$ cat config.mk
export PLATFORM = sky130hd
export DESIGN_NAME = line_follow_pid_steering
export DESIGN_NICKNAME = d
export VERILOG_FILES = /design/src/sv/lfps_pkg.sv /design/src/sv/lfps_norm_rom.sv /design/src/sv/lfps_mac.sv /design/src/sv/line_follow_pid_steering.sv
export VERILOG_INCLUDE_DIRS = /design/src /design/src/sv
export SDC_FILE = /design/constraint.sdc
export NUM_CORES = 2
export LEC_CHECK = 0
export BUFFER_PORTS_ARGS = -buffer_cell sky130_fd_sc_hd__buf_4
export CORE_MARGIN = 5
export CORE_UTILIZATION = 50
export CTS_CLUSTER_DIAMETER = 150
export CTS_CLUSTER_SIZE = 10
export DETAILED_ROUTE_END_ITERATION = 10
export PLACE_DENSITY = 0.74
export SLEW_MARGIN = 25
export SYNTH_ARGS = -nofsm -noshare
export SYNTH_HDL_FRONTEND = slang
export SYNTH_HIERARCHICAL = 1
export SYNTH_SLANG_ARGS = --single-unit
$ cat constraint.sdc
create_clock -name clk_i -period 15.95 [get_ports clk_i]
set_input_delay 2.3925 -clock clk_i [delete_from_list [all_inputs] [get_ports clk_i]]
set_output_delay 2.3925 -clock clk_i [all_outputs]
set_load 0.01 [all_outputs]
$ cat src/sv/line_follow_pid_steering_defines.svh
// Assertion macros shared by the line-follower steering RTL.
`ifndef LINE_FOLLOW_PID_STEERING_DEFINES_SVH
`define LINE_FOLLOW_PID_STEERING_DEFINES_SVH
`ifndef SYNTH
// Check a property on every clock edge outside reset
`define LFPS_ASSERT(label, clk, rst_n, prop, msg) \
  label: assert property (@(posedge clk) disable iff (!rst_n) (prop)) else $error(msg);
// Check that a condition never holds outside reset
`define LFPS_ASSERT_NEVER(label, clk, rst_n, expr, msg) \
  label: assert property (@(posedge clk) disable iff (!rst_n) !(expr)) else $error(msg);
`else
`define LFPS_ASSERT(label, clk, rst_n, prop, msg)
`define LFPS_ASSERT_NEVER(label, clk, rst_n, expr, msg)
`endif
`endif

$ cat src/sv/lfps_pkg.sv
// Types and constants of the line-follower PID steering block.
package lfps_pkg;

  // Configuration port
  localparam int unsigned CFG_IDX_W  = 3;
  localparam int unsigned CFG_DATA_W = 16;

  typedef enum logic [CFG_IDX_W-1:0] {
    CFG_GAIN_P     = 3'd0,
    CFG_GAIN_I     = 3'd1,
    CFG_GAIN_D     = 3'd2,
    CFG_BASE_SPEED = 3'd3,
    CFG_END_THR    = 3'd4,
    CFG_CONF_LIMIT = 3'd5
  } cfg_reg_e;

  // Register reset values
  localparam logic [15:0] RST_GAIN_P     = 16'd1280;
  localparam logic [15:0] RST_GAIN_I     = 16'd0;
  localparam logic [15:0] RST_GAIN_D     = 16'd13;
  localparam logic [15:0] RST_BASE_SPEED = 16'd13107;
  localparam logic [7:0]  RST_END_THR    = 8'd125;
  localparam logic [7:0]  RST_CONF_LIMIT = 8'd30;

  // Fixed-point constants
  localparam int unsigned ONE_Q12 = 4096;
  localparam int unsigned ROM_W   = 14;   // normalized or scaled count, unsigned
  localparam int unsigned A_W     = 16;   // multiplier operand a: gain or weight
  localparam int unsigned B_W     = 17;   // multiplier operand b: error term
  localparam int unsigned PROD_W  = A_W + B_W;
  localparam int unsigned ACC_W   = 35;

  localparam logic signed [A_W-1:0] W_FAR_LEFT  = -16'sd3;
  localparam logic signed [A_W-1:0] W_MID_LEFT  = -16'sd1;
  localparam logic signed [A_W-1:0] W_MID_RIGHT = 16'sd1;
  localparam logic signed [A_W-1:0] W_FAR_RIGHT = 16'sd1;  // scaling lives in the table

  localparam logic signed [13:0] INT_MAX = 14'sd4096;
  localparam logic signed [13:0] INT_MIN = -14'sd4096;
  localparam logic [15:0] FULL_SPEED = 16'd32768;

  // Control of the shared multiply-accumulate unit
  typedef struct packed {
    logic clr;   // zero the accumulator
    logic mul;   // form a product, added to the accumulator in the next cycle
  } mac_ctl_t;

endpackage

$ cat src/sv/lfps_norm_rom.sv
// Constant table: saturated and normalized sensor counts, registered read.
module lfps_norm_rom #(
  parameter int unsigned MAX_COUNT = 250
) (
  input  logic                       clk_i,
  input  logic [7:0]                 cnt_i,
  input  logic                       far_i,
  output logic [lfps_pkg::ROM_W-1:0] data_o
);
  import lfps_pkg::*;

  logic [12:0]      norm_tab [256];
  logic [ROM_W-1:0] far_tab  [256];
  logic [ROM_W-1:0] data_q;

  // Build Q.12 count and 2.6x scaled Q.12 count per raw value
  for (genvar g = 0; g < 256; g++) begin : g_tab
    localparam int unsigned C = (g > MAX_COUNT) ? MAX_COUNT : g;
    localparam int unsigned N = (C * ONE_Q12 + MAX_COUNT / 2) / MAX_COUNT;
    localparam int unsigned W = (26 * N + 5) / 10;
    assign norm_tab[g] = 13'(N);
    assign far_tab[g]  = ROM_W'(W);
  end

  // Register the selected entry
  always_ff @(posedge clk_i) begin
    if (far_i) begin
      data_q <= far_tab[cnt_i];
    end else begin
      data_q <= {1'b0, norm_tab[cnt_i]};
    end
  end

  assign data_o = data_q;

endmodule

$ cat src/sv/lfps_mac.sv
// Shared signed multiply-accumulate unit with a registered product.
module lfps_mac (
  input  logic                               clk_i,
  input  logic                               rst_ni,
  input  lfps_pkg::mac_ctl_t                 ctl_i,
  input  logic signed [lfps_pkg::A_W-1:0]    a_i,
  input  logic signed [lfps_pkg::B_W-1:0]    b_i,
  output logic signed [lfps_pkg::ACC_W-1:0]  acc_o
);
  import lfps_pkg::*;

  logic signed [PROD_W-1:0] prod_q;
  logic                     pend_q;
  logic signed [ACC_W-1:0]  acc_q;

  // Multiply, then fold the product into the accumulator next cycle
  always_ff @(posedge clk_i or negedge rst_ni) begin
    if (!rst_ni) begin
      pend_q <= 1'b0;
      acc_q  <= '0;
    end else begin
      pend_q <= ctl_i.mul;
      if (ctl_i.clr) begin
        acc_q <= '0;
      end else if (pend_q) begin
        acc_q <= acc_q + ACC_W'(prod_q);
      end
    end
  end

  always_ff @(posedge clk_i) begin
    if (ctl_i.mul) begin
      prod_q <= a_i * b_i;
    end
  end

  assign acc_o = acc_q;

endmodule

$ cat src/sv/line_follow_pid_steering.sv
// Top level of the line-follower PID steering block: sequencer, state and ports.
// From acceptance of a sample of four sensor counts to the result register, the weighted
// line error is built from four table lookups run through one shared 16x17 multiplier
// with a product register, then the P, I and D terms run through the same multiplier, and
// a last step rounds, clamps and splits the steer into the two motor speeds. s_axis_tready
// is high only while the sequencer is idle, so the block takes no new sample until it is
// done with the last one; a finished result waits in the output register without holding
// off the next sample, and the sequencer stalls in its last step only if the previous
// result has not yet been taken. Registers are written through the cfg port, by the user
// only while the block is idle; the block itself does not enforce this.
`include "line_follow_pid_steering_defines.svh"

module line_follow_pid_steering #(
  parameter int unsigned MAX_COUNT = 250
) (
  input  logic                              clk_i,
  input  logic                              rst_ni,
  input  logic                              cfg_we_i,
  input  logic [lfps_pkg::CFG_IDX_W-1:0]    cfg_idx_i,
  input  logic [lfps_pkg::CFG_DATA_W-1:0]   cfg_data_i,
  input  logic                              s_axis_tvalid,
  output logic                              s_axis_tready,
  // sensor_far_left[7:0], sensor_mid_left[15:8], sensor_mid_right[23:16],
  // sensor_far_right[31:24]
  input  logic [31:0]                       s_axis_tdata,
  output logic                              m_axis_tvalid,
  input  logic                              m_axis_tready,
  // left_speed[15:0], right_speed[31:16], steer_value[48:32], line_end[49], zero[55:50]
  output logic [55:0]                       m_axis_tdata
);
  import lfps_pkg::*;

  typedef enum logic [3:0] {
    ST_IDLE, ST_MUL0, ST_MUL1, ST_MUL2, ST_MUL3, ST_DRAIN, ST_ERR,
    ST_MULP, ST_MULI, ST_MULD, ST_DRAIN2, ST_STEER
  } state_e;

  localparam logic [7:0] MAX_CNT8 = 8'(MAX_COUNT);

  state_e state_q, state_d;

  // Configuration registers
  logic signed [15:0] gain_p_q, gain_i_q, gain_d_q;
  logic [15:0]        base_q;
  logic [7:0]         thr_q, limit_q;

  // Loop state and per-sample registers
  logic signed [13:0] integ_q;
  logic signed [15:0] last_q;
  logic signed [16:0] deriv_q;
  logic [7:0]         idle_q;
  logic               end_q;
  logic [23:0]        sens_q;
  logic               out_valid_q;
  logic [55:0]        out_data_q;

  // Datapath signals
  logic                    accept;
  logic                    out_free;
  logic [7:0]              rom_cnt;
  logic                    rom_far;
  logic [ROM_W-1:0]        rom_data;
  mac_ctl_t                mac_ctl;
  logic signed [A_W-1:0]   mac_a;
  logic signed [B_W-1:0]   mac_b;
  logic signed [ACC_W-1:0] acc;
  logic signed [15:0]      err;
  logic signed [16:0]      int_sum;
  logic signed [13:0]      int_new;
  logic signed [16:0]      deriv_new;
  logic [7:0]              mid_l_sat, mid_r_sat;
  logic                    no_line;
  logic [7:0]              idle_new;
  logic signed [ACC_W-1:0] acc_rnd;
  logic signed [29:0]      steer_wide;
  logic signed [29:0]      base_wide;
  logic signed [17:0]      steer;
  logic signed [18:0]      left_raw, right_raw;
  logic [15:0]             left_spd, right_spd;

  assign accept        = s_axis_tvalid && s_axis_tready;
  assign s_axis_tready = (state_q == ST_IDLE);
  assign out_free      = !out_valid_q || m_axis_tready;

  // Table lookup, one sensor per cycle, in the cycle before its product
  always_comb begin
    rom_cnt = s_axis_tdata[7:0];
    rom_far = 1'b0;
    case (state_q)
      ST_MUL0: rom_cnt = sens_q[7:0];
      ST_MUL1: rom_cnt = sens_q[15:8];
      ST_MUL2: begin
        rom_cnt = sens_q[23:16];
        rom_far = 1'b1;
      end
      default: rom_cnt = s_axis_tdata[7:0];
    endcase
  end

  lfps_norm_rom #(
    .MAX_COUNT(MAX_COUNT)
  ) u_rom (
    .clk_i (clk_i),
    .cnt_i (rom_cnt),
    .far_i (rom_far),
    .data_o(rom_data)
  );

  // Operand selection for the shared multiplier
  always_comb begin
    mac_ctl = '0;
    mac_a   = '0;
    mac_b   = B_W'(signed'({1'b0, rom_data}));
    case (state_q)
      ST_IDLE: mac_ctl.clr = 1'b1;
      ST_ERR:  mac_ctl.clr = 1'b1;
      ST_MUL0: begin
        mac_ctl.mul = 1'b1;
        mac_a       = W_FAR_LEFT;
      end
      ST_MUL1: begin
        mac_ctl.mul = 1'b1;
        mac_a       = W_MID_LEFT;
      end
      ST_MUL2: begin
        mac_ctl.mul = 1'b1;
        mac_a       = W_MID_RIGHT;
      end
      ST_MUL3: begin
        mac_ctl.mul = 1'b1;
        mac_a       = W_FAR_RIGHT;
      end
      ST_MULP: begin
        mac_ctl.mul = 1'b1;
        mac_a       = gain_p_q;
        mac_b       = B_W'(last_q);
      end
      ST_MULI: begin
        mac_ctl.mul = 1'b1;
        mac_a       = gain_i_q;
        mac_b       = B_W'(integ_q);
      end
      ST_MULD: begin
        mac_ctl.mul = 1'b1;
        mac_a       = gain_d_q;
        mac_b       = deriv_q;
      end
      default: mac_ctl = '0;
    endcase
  end

  lfps_mac u_mac (
    .clk_i (clk_i),
    .rst_ni(rst_ni),
    .ctl_i (mac_ctl),
    .a_i   (mac_a),
    .b_i   (mac_b),
    .acc_o (acc)
  );

  // Integral and derivative update from the finished error
  assign err       = acc[15:0];
  assign int_sum   = 17'(integ_q) + 17'(err);
  assign int_new   = (int_sum > 17'(INT_MAX)) ? INT_MAX :
                     (int_sum < 17'(INT_MIN)) ? INT_MIN : int_sum[13:0];
  assign deriv_new = 17'(err) - 17'(last_q);

  // No-line test on the saturated middle counts
  assign mid_l_sat = (s_axis_tdata[15:8] > MAX_CNT8) ? MAX_CNT8 : s_axis_tdata[15:8];
  assign mid_r_sat = (s_axis_tdata[23:16] > MAX_CNT8) ? MAX_CNT8 : s_axis_tdata[23:16];
  assign no_line   = (mid_l_sat < thr_q) && (mid_r_sat < thr_q);
  assign idle_new  = (idle_q == 8'hFF) ? idle_q : idle_q + 8'd1;

  // Round to Q.15, clamp to base speed, split into motor speeds
  assign acc_rnd    = acc + ACC_W'(16);
  assign steer_wide = acc_rnd[ACC_W-1:5];
  assign base_wide  = 30'(signed'({1'b0, base_q}));
  assign steer      = (steer_wide > base_wide)  ? 18'(base_wide) :
                      (steer_wide < -base_wide) ? 18'(-base_wide) : steer_wide[17:0];
  assign left_raw   = 19'(signed'({1'b0, base_q})) - 19'(steer);
  assign right_raw  = 19'(signed'({1'b0, base_q})) + 19'(steer);
  assign left_spd   = (left_raw < 19'sd0) ? 16'd0 :
                      (left_raw > 19'(signed'({1'b0, FULL_SPEED}))) ? FULL_SPEED :
                      left_raw[15:0];
  assign right_spd  = (right_raw < 19'sd0) ? 16'd0 :
                      (right_raw > 19'(signed'({1'b0, FULL_SPEED}))) ? FULL_SPEED :
                      right_raw[15:0];

  // Sequencer next state
  always_comb begin
    state_d = state_q;
    case (state_q)
      ST_IDLE:   if (accept) state_d = ST_MUL0;
      ST_MUL0:   state_d = ST_MUL1;
      ST_MUL1:   state_d = ST_MUL2;
      ST_MUL2:   state_d = ST_MUL3;
      ST_MUL3:   state_d = ST_DRAIN;
      ST_DRAIN:  state_d = ST_ERR;
      ST_ERR:    state_d = ST_MULP;
      ST_MULP:   state_d = ST_MULI;
      ST_MULI:   state_d = ST_MULD;
      ST_MULD:   state_d = ST_DRAIN2;
      ST_DRAIN2: state_d = ST_STEER;
      ST_STEER:  if (out_free) state_d = ST_IDLE;
      default:   state_d = ST_IDLE;
    endcase
  end

  // Hold state, configuration, loop state and the result register
  always_ff @(posedge clk_i or negedge rst_ni) begin
    if (!rst_ni) begin
      state_q     <= ST_IDLE;
      gain_p_q    <= RST_GAIN_P;
      gain_i_q    <= RST_GAIN_I;
      gain_d_q    <= RST_GAIN_D;
      base_q      <= RST_BASE_SPEED;
      thr_q       <= RST_END_THR;
      limit_q     <= RST_CONF_LIMIT;
      integ_q     <= '0;
      last_q      <= '0;
      idle_q      <= '0;
      end_q       <= 1'b0;
      out_valid_q <= 1'b0;
    end else begin
      state_q <= state_d;

      if (cfg_we_i) begin
        case (cfg_reg_e'(cfg_idx_i))
          CFG_GAIN_P:     gain_p_q <= cfg_data_i;
          CFG_GAIN_I:     gain_i_q <= cfg_data_i;
          CFG_GAIN_D:     gain_d_q <= cfg_data_i;
          CFG_BASE_SPEED: base_q   <= cfg_data_i;
          CFG_END_THR:    thr_q    <= cfg_data_i[7:0];
          CFG_CONF_LIMIT: limit_q  <= cfg_data_i[7:0];
          default: ;
        endcase
      end

      if (accept) begin
        if (no_line) begin
          idle_q <= idle_new;
          end_q  <= (idle_new >= limit_q);
        end else begin
          idle_q <= '0;
          end_q  <= 1'b0;
        end
      end

      if (state_q == ST_ERR) begin
        integ_q <= int_new;
        last_q  <= err;
      end

      if (m_axis_tready) begin
        out_valid_q <= 1'b0;
      end
      if ((state_q == ST_STEER) && out_free) begin
        out_valid_q <= 1'b1;
      end
    end
  end

  // Payload registers
  always_ff @(posedge clk_i) begin
    if (accept) begin
      sens_q <= s_axis_tdata[31:8];
    end
    if (state_q == ST_ERR) begin
      deriv_q <= deriv_new;
    end
    if ((state_q == ST_STEER) && out_free) begin
      out_data_q <= {6'b0, end_q, steer[16:0], right_spd, left_spd};
    end
  end

  assign m_axis_tvalid = out_valid_q;
  assign m_axis_tdata  = out_data_q;

  `LFPS_ASSERT(a_start_seq, clk_i, rst_ni, accept |=> state_q == ST_MUL0,
               "accepted sample did not start the sequencer")
  `LFPS_ASSERT_NEVER(a_integ_range, clk_i, rst_ni,
                     (integ_q > INT_MAX) || (integ_q < INT_MIN),
                     "integral left its clamp range")
  `LFPS_ASSERT(a_result_src, clk_i, rst_ni,
               $rose(out_valid_q) |-> $past(state_q == ST_STEER),
               "result appeared outside the final step")
  `LFPS_ASSERT(a_steer_done, clk_i, rst_ni,
               (state_q == ST_STEER) && out_free |=> out_valid_q && (state_q == ST_IDLE),
               "final step did not load the result")

endmodule
==> impl_metrics.xml <==
<?xml version="1.0" encoding="UTF-8"?>
<metrics>
  <group name="logic_synthesis">
    <metric name="ys_warn_count" unit="">6</metric>
    <metric name="yosysTopAreaCellShare" unit="%">15.83</metric>
    <metric name="synthSimpleGateAreaFrac" unit="%">16.32</metric>
    <metric name="share_of_synthesized_flip_flops_with_an_asynchronous_set_or_reset" unit="%">53.69</metric>
    <metric name="post_synthesis_average_cell_area" unit="sq um">8.691</metric>
    <metric name="synthDistinctLibCells" unit="">112</metric>
    <metric name="post-synth-top-area-cell" unit="">sky130_fd_sc_hd__fa_1</metric>
    <metric name="post_synth_main_area_contributors" unit="">sky130_fd_sc_hd__fa_1 16%, sky130_fd_sc_hd__edfxtp_1 10%, sky130_fd_sc_hd__dfrtp_1 9.6%</metric>
    <metric name="synth.ff_latch_count" unit="">298</metric>
    <metric name="adder_and_majority_gate_portion_of_the_synthesized_area" unit="%">25.24</metric>
    <metric name="synthesis.instances" unit="">4088</metric>
    <metric name="synth_edf_count" unit="">124</metric>
    <metric name="dominant_combinational_cell_family_by_area_after_synthesis" unit="">adder cells</metric>
    <metric name="synth_compound_area_share" unit="%">19.66</metric>
    <metric name="synth_most_common_cell" unit="">sky130_fd_sc_hd__inv_1</metric>
    <metric name="synth_xor_area_share" unit="%">3.944</metric>
    <metric name="synthMuxAreaShare" unit="%">4.205</metric>
    <metric name="yosysSeqAreaShare" unit="%">22.62</metric>
    <metric name="synthTopCellsByCount" unit="">476 x sky130_fd_sc_hd__inv_1, 379 x sky130_fd_sc_hd__nand2_1, 281 x sky130_fd_sc_hd__fa_1</metric>
    <metric name="syn-cell-area" unit="sq um">35530</metric>
    <metric name="ys_dominant_reg_cell" unit="">sky130_fd_sc_hd__dfrtp_1</metric>
  </group>
  <group name="min_path">
    <metric name="hold_path.class" unit="">flip-flop to flip-flop</metric>
    <metric name="startpoint_of_the_lowest_slack_hold_path" unit="">end_q</metric>
    <metric name="hold_path_end" unit="">m_axis_tdata[49]</metric>
    <metric name="worst_hold_path.num_cells" unit="">0</metric>
  </group>
  <group name="detailed_routing">
    <metric name="residual_antenna_violating_net_count_after_detailed_routing" unit="">0</metric>
    <metric name="drtPass1Iterations" unit="">6</metric>
    <metric name="post_drt_via_cell_ratio" unit="">6.116</metric>
    <metric name="routed_wl" unit="um">102000</metric>
    <metric name="first_iter_violations" unit="">3561</metric>
    <metric name="wl_per_cell" unit="um">20.29</metric>
    <metric name="remaining_drc_errors" unit="">0</metric>
    <metric name="routed-via-count" unit="">30740</metric>
  </group>
  <group name="setup_path">
    <metric name="crit_path_end_kind" unit="">flip-flop</metric>
    <metric name="worst_ep_required_time" unit="ns">16.32</metric>
    <metric name="cp.arrival" unit="ns">9.43</metric>
    <metric name="worst_path_max_delay_cell" unit="">sky130_fd_sc_hd__or2_1</metric>
    <metric name="start_kind" unit="">flip-flop</metric>
    <metric name="worst_path_most_repeated_cell" unit="">sky130_fd_sc_hd__o21ai_0</metric>
    <metric name="setup.worst_path.class" unit="">flip-flop to flip-flop</metric>
    <metric name="reg2reg_to" unit="">m_axis_tdata[20]</metric>
    <metric name="setup.reg_to_reg.worst_slack" unit="ns">6.88</metric>
    <metric name="crit_path_max_fo" unit="">26</metric>
    <metric name="reg2reg_depth" unit="">29</metric>
    <metric name="crit-reg2reg-launch" unit="">u_mac/acc_o[4]</metric>
    <metric name="slowest_delay" unit="ns">0.75</metric>
  </group>
  <group name="timing">
    <metric name="timing.max_slew.rel_slack" unit="%">26.18</metric>
    <metric name="fin_crit_sh" unit="%">56.86</metric>
    <metric name="worstMarginPinSlew" unit="ns">1.103</metric>
    <metric name="setup_slack" unit="ns">6.881</metric>
    <metric name="finalCriticalPeriod" unit="ns">9.069</metric>
    <metric name="clock-skew-final" unit="ns">0.02237</metric>
    <metric name="achievable_frequency" unit="MHz">110.3</metric>
    <metric name="rsz0062_at_grt" unit="">false</metric>
    <metric name="setup_viol" unit="">0</metric>
    <metric name="hold_viol" unit="">0</metric>
    <metric name="totalNegativeSetupSlack" unit="ns">0</metric>
    <metric name="final_max_slew_viols" unit="">0</metric>
  </group>
  <group name="placement">
    <metric name="dp_hpwl" unit="um">77150</metric>
    <metric name="port_buffers" unit="">107</metric>
    <metric name="routability_driven_placement_congestion_ratio" unit="">0.9803</metric>
    <metric name="preCtsSetupSlack" unit="ns">6.862</metric>
  </group>
  <group name="run_status">
    <metric name="outcome" unit="">finished clean</metric>
  </group>
  <group name="die">
    <metric name="floorplan.rows" unit="">97</metric>
    <metric name="num_io_pins" unit="">114</metric>
    <metric name="die-area" unit="sq um">76490</metric>
    <metric name="start_util" unit="%">50.56</metric>
    <metric name="core_area" unit="sq um">70270</metric>
    <metric name="vertical_extent_of_the_die" unit="um">276.6</metric>
    <metric name="dieWidth" unit="um">276.6</metric>
  </group>
  <group name="clock_network">
    <metric name="cts_made_buffers" unit="">35</metric>
    <metric name="cts_root_buf" unit="">sky130_fd_sc_hd__clkbuf_16</metric>
    <metric name="cts_num_sinks" unit="">298</metric>
    <metric name="clock_insertion_delay_at_the_later_pin_of_the_skew_report" unit="ns">0.54</metric>
    <metric name="cts_max_level" unit="">2</metric>
    <metric name="ctsHoldBuffers" unit="">0</metric>
    <metric name="post-cts-setup-buffer-count" unit="">0</metric>
    <metric name="cts.reportedPaths.clkPinSlew" unit="ns">0.06</metric>
    <metric name="cts_tree" unit="">yes</metric>
    <metric name="clock_tree.buffer_depth" unit="">3</metric>
    <metric name="ctsResizeCount" unit="">0</metric>
  </group>
  <group name="cells_and_area">
    <metric name="finish.net_count" unit="">4664</metric>
    <metric name="final_antenna_diode_count" unit="">0</metric>
    <metric name="share_of_the_core_filled_with_cells" unit="%">54.34</metric>
    <metric name="flow.area_growth_from_synthesis" unit="%">7.473</metric>
    <metric name="area_used_by_multi_input_combinational_logic" unit="sq um">24850</metric>
    <metric name="seq_area" unit="sq um">8036</metric>
    <metric name="drive_gt1_share" unit="%">10.26</metric>
    <metric name="fillCellCount" unit="">6305</metric>
  </group>
  <group name="global_routing">
    <metric name="global_route.overflow_total" unit="">0</metric>
    <metric name="grt_pass1_wl" unit="um">164000</metric>
    <metric name="grt_use_total" unit="%">25.81</metric>
    <metric name="grt_start_max_net_pins" unit="">129</metric>
    <metric name="grt_pass1_vias" unit="">30500</metric>
    <metric name="grt_antenna_before_repair" unit="">0</metric>
  </group>
  <group name="flow_run">
    <metric name="maxCapViolations" unit="">0</metric>
  </group>
</metrics>
worst max-delay path by stage:
stage,start,to,depth (start not counted)
after floorplan,state_q[1],u_mac/prod_q[31],29
after global placement,u_mac/acc_o[11],m_axis_tdata[14],27
after detailed placement,u_mac/acc_o[11],m_axis_tdata[20],28
after CTS,u_mac/acc_o[11],m_axis_tdata[20],28
after global routing,u_mac/acc_o[4],m_axis_tdata[20],29
final,u_mac/acc_o[4],m_axis_tdata[20],29
worst max-delay path, delay by kind of cell (launching register included):
family | cells | cell delay (ns)
xor gates and xnor gates | 1 | 0.21
buffers and inverters | 2 | 0.30
DFF | 1 | 0.55
AOI/OAI and AO/OA | 11 | 2.49
adders and majority gates | 4 | 1.37
and+or+nand+nor | 11 | 3.95
metal layers:
layer | wire length [um] | GRT usage [%]
met1 | 42820 | 35.02
met2 | 47210 | 42.70
met3 | 8558 | 4.109
met4 | 3385 | 8.157
met5 | 0 | 0
stage by stage:
stage,std cells,hold WS [ns],cell area [sq um]
2_1_floorplan,4093,0.4248,35550
3_3_place_gp,4960,0.4381,37120
3_5_place_dp,4963,0.4480,37150
4_1_cts,5025,0.4631,38170
5_1_grt,5025,0.4725,38180
6_report,5025,0.4564,38180
cells by family (layout without fill, tap and decap cells):
group | Yosys count | in the layout
simple gates | 1188 | 1188
fa+ha+maj | 548 | 548
xor+xnor | 160 | 160
buf+inv | 720 | 712
mux | 130 | 130
other cells | 1 | 6
compound gates | 1043 | 1043
flops | 298 | 298
state kept, by name, indices dropped and copies added, names as in the netlist, 4 cells and up:
name,cells
u_mac/prod_q,33
gain_p_q,16
deriv_q,17
integ_q,14
u_rom/data_o,14
idle_q,8
u_mac/acc_o,35
gain_i_q,16
gain_d_q,16
m_axis_tdata,50
limit_q,8
last_q,16
state_q,4
sens_q,24
thr_q,8
base_q,16
placed cells by master (no fill, tap or decap), types with 18 or more instances in the layout:
cell                          n
sky130_fd_sc_hd__mux2_2      80
sky130_fd_sc_hd__nand4_1     23
sky130_fd_sc_hd__nor3_1      70
sky130_fd_sc_hd__clkbuf_1    23
sky130_fd_sc_hd__nand3_1     72
sky130_fd_sc_hd__nand2_1    379
sky130_fd_sc_hd__nand2b_1    42
sky130_fd_sc_hd__a21oi_1    240
sky130_fd_sc_hd__and2_1     144
sky130_fd_sc_hd__dfstp_2     23
sky130_fd_sc_hd__edfxtp_1   124
sky130_fd_sc_hd__o22ai_1     24
sky130_fd_sc_hd__nor4_1      19
sky130_fd_sc_hd__inv_1      475
sky130_fd_sc_hd__dfrtp_1    137
sky130_fd_sc_hd__mux2i_1     42
sky130_fd_sc_hd__o21a_1      30
sky130_fd_sc_hd__a21oi_2     18
sky130_fd_sc_hd__buf_4      165
sky130_fd_sc_hd__a21o_1      62
sky130_fd_sc_hd__nor2_1     261
sky130_fd_sc_hd__o21ai_1     24
sky130_fd_sc_hd__xor2_1      38
sky130_fd_sc_hd__and3_1      20
sky130_fd_sc_hd__a22oi_1     29
sky130_fd_sc_hd__o31ai_1     21
sky130_fd_sc_hd__a221oi_1    20
sky130_fd_sc_hd__ha_1       267
sky130_fd_sc_hd__fa_1       281
sky130_fd_sc_hd__o21ai_0    208
sky130_fd_sc_hd__or3_1       26
sky130_fd_sc_hd__clkbuf_16   35
sky130_fd_sc_hd__nor2b_1     41
sky130_fd_sc_hd__a211oi_1    54
sky130_fd_sc_hd__a31oi_1     42
sky130_fd_sc_hd__o211ai_1    34
sky130_fd_sc_hd__xnor2_1    122
cell type report:
| class | instances | share of cell area (%) |
|---|---|---|
| timing repair buffer | 170 | 3.414 |
| multi-input combinational | 3075 | 65.07 |
| sequential | 298 | 21.05 |
| inverter | 480 | 4.719 |
| clock buffer | 58 | 2.520 |
| tap | 940 | 3.080 |
| clock inverter | 4 | 0.1540 |
Power is left out: the tool's default activity adds up to more than one toggle a clock period on the data nets, which glitch-free logic cannot reach.
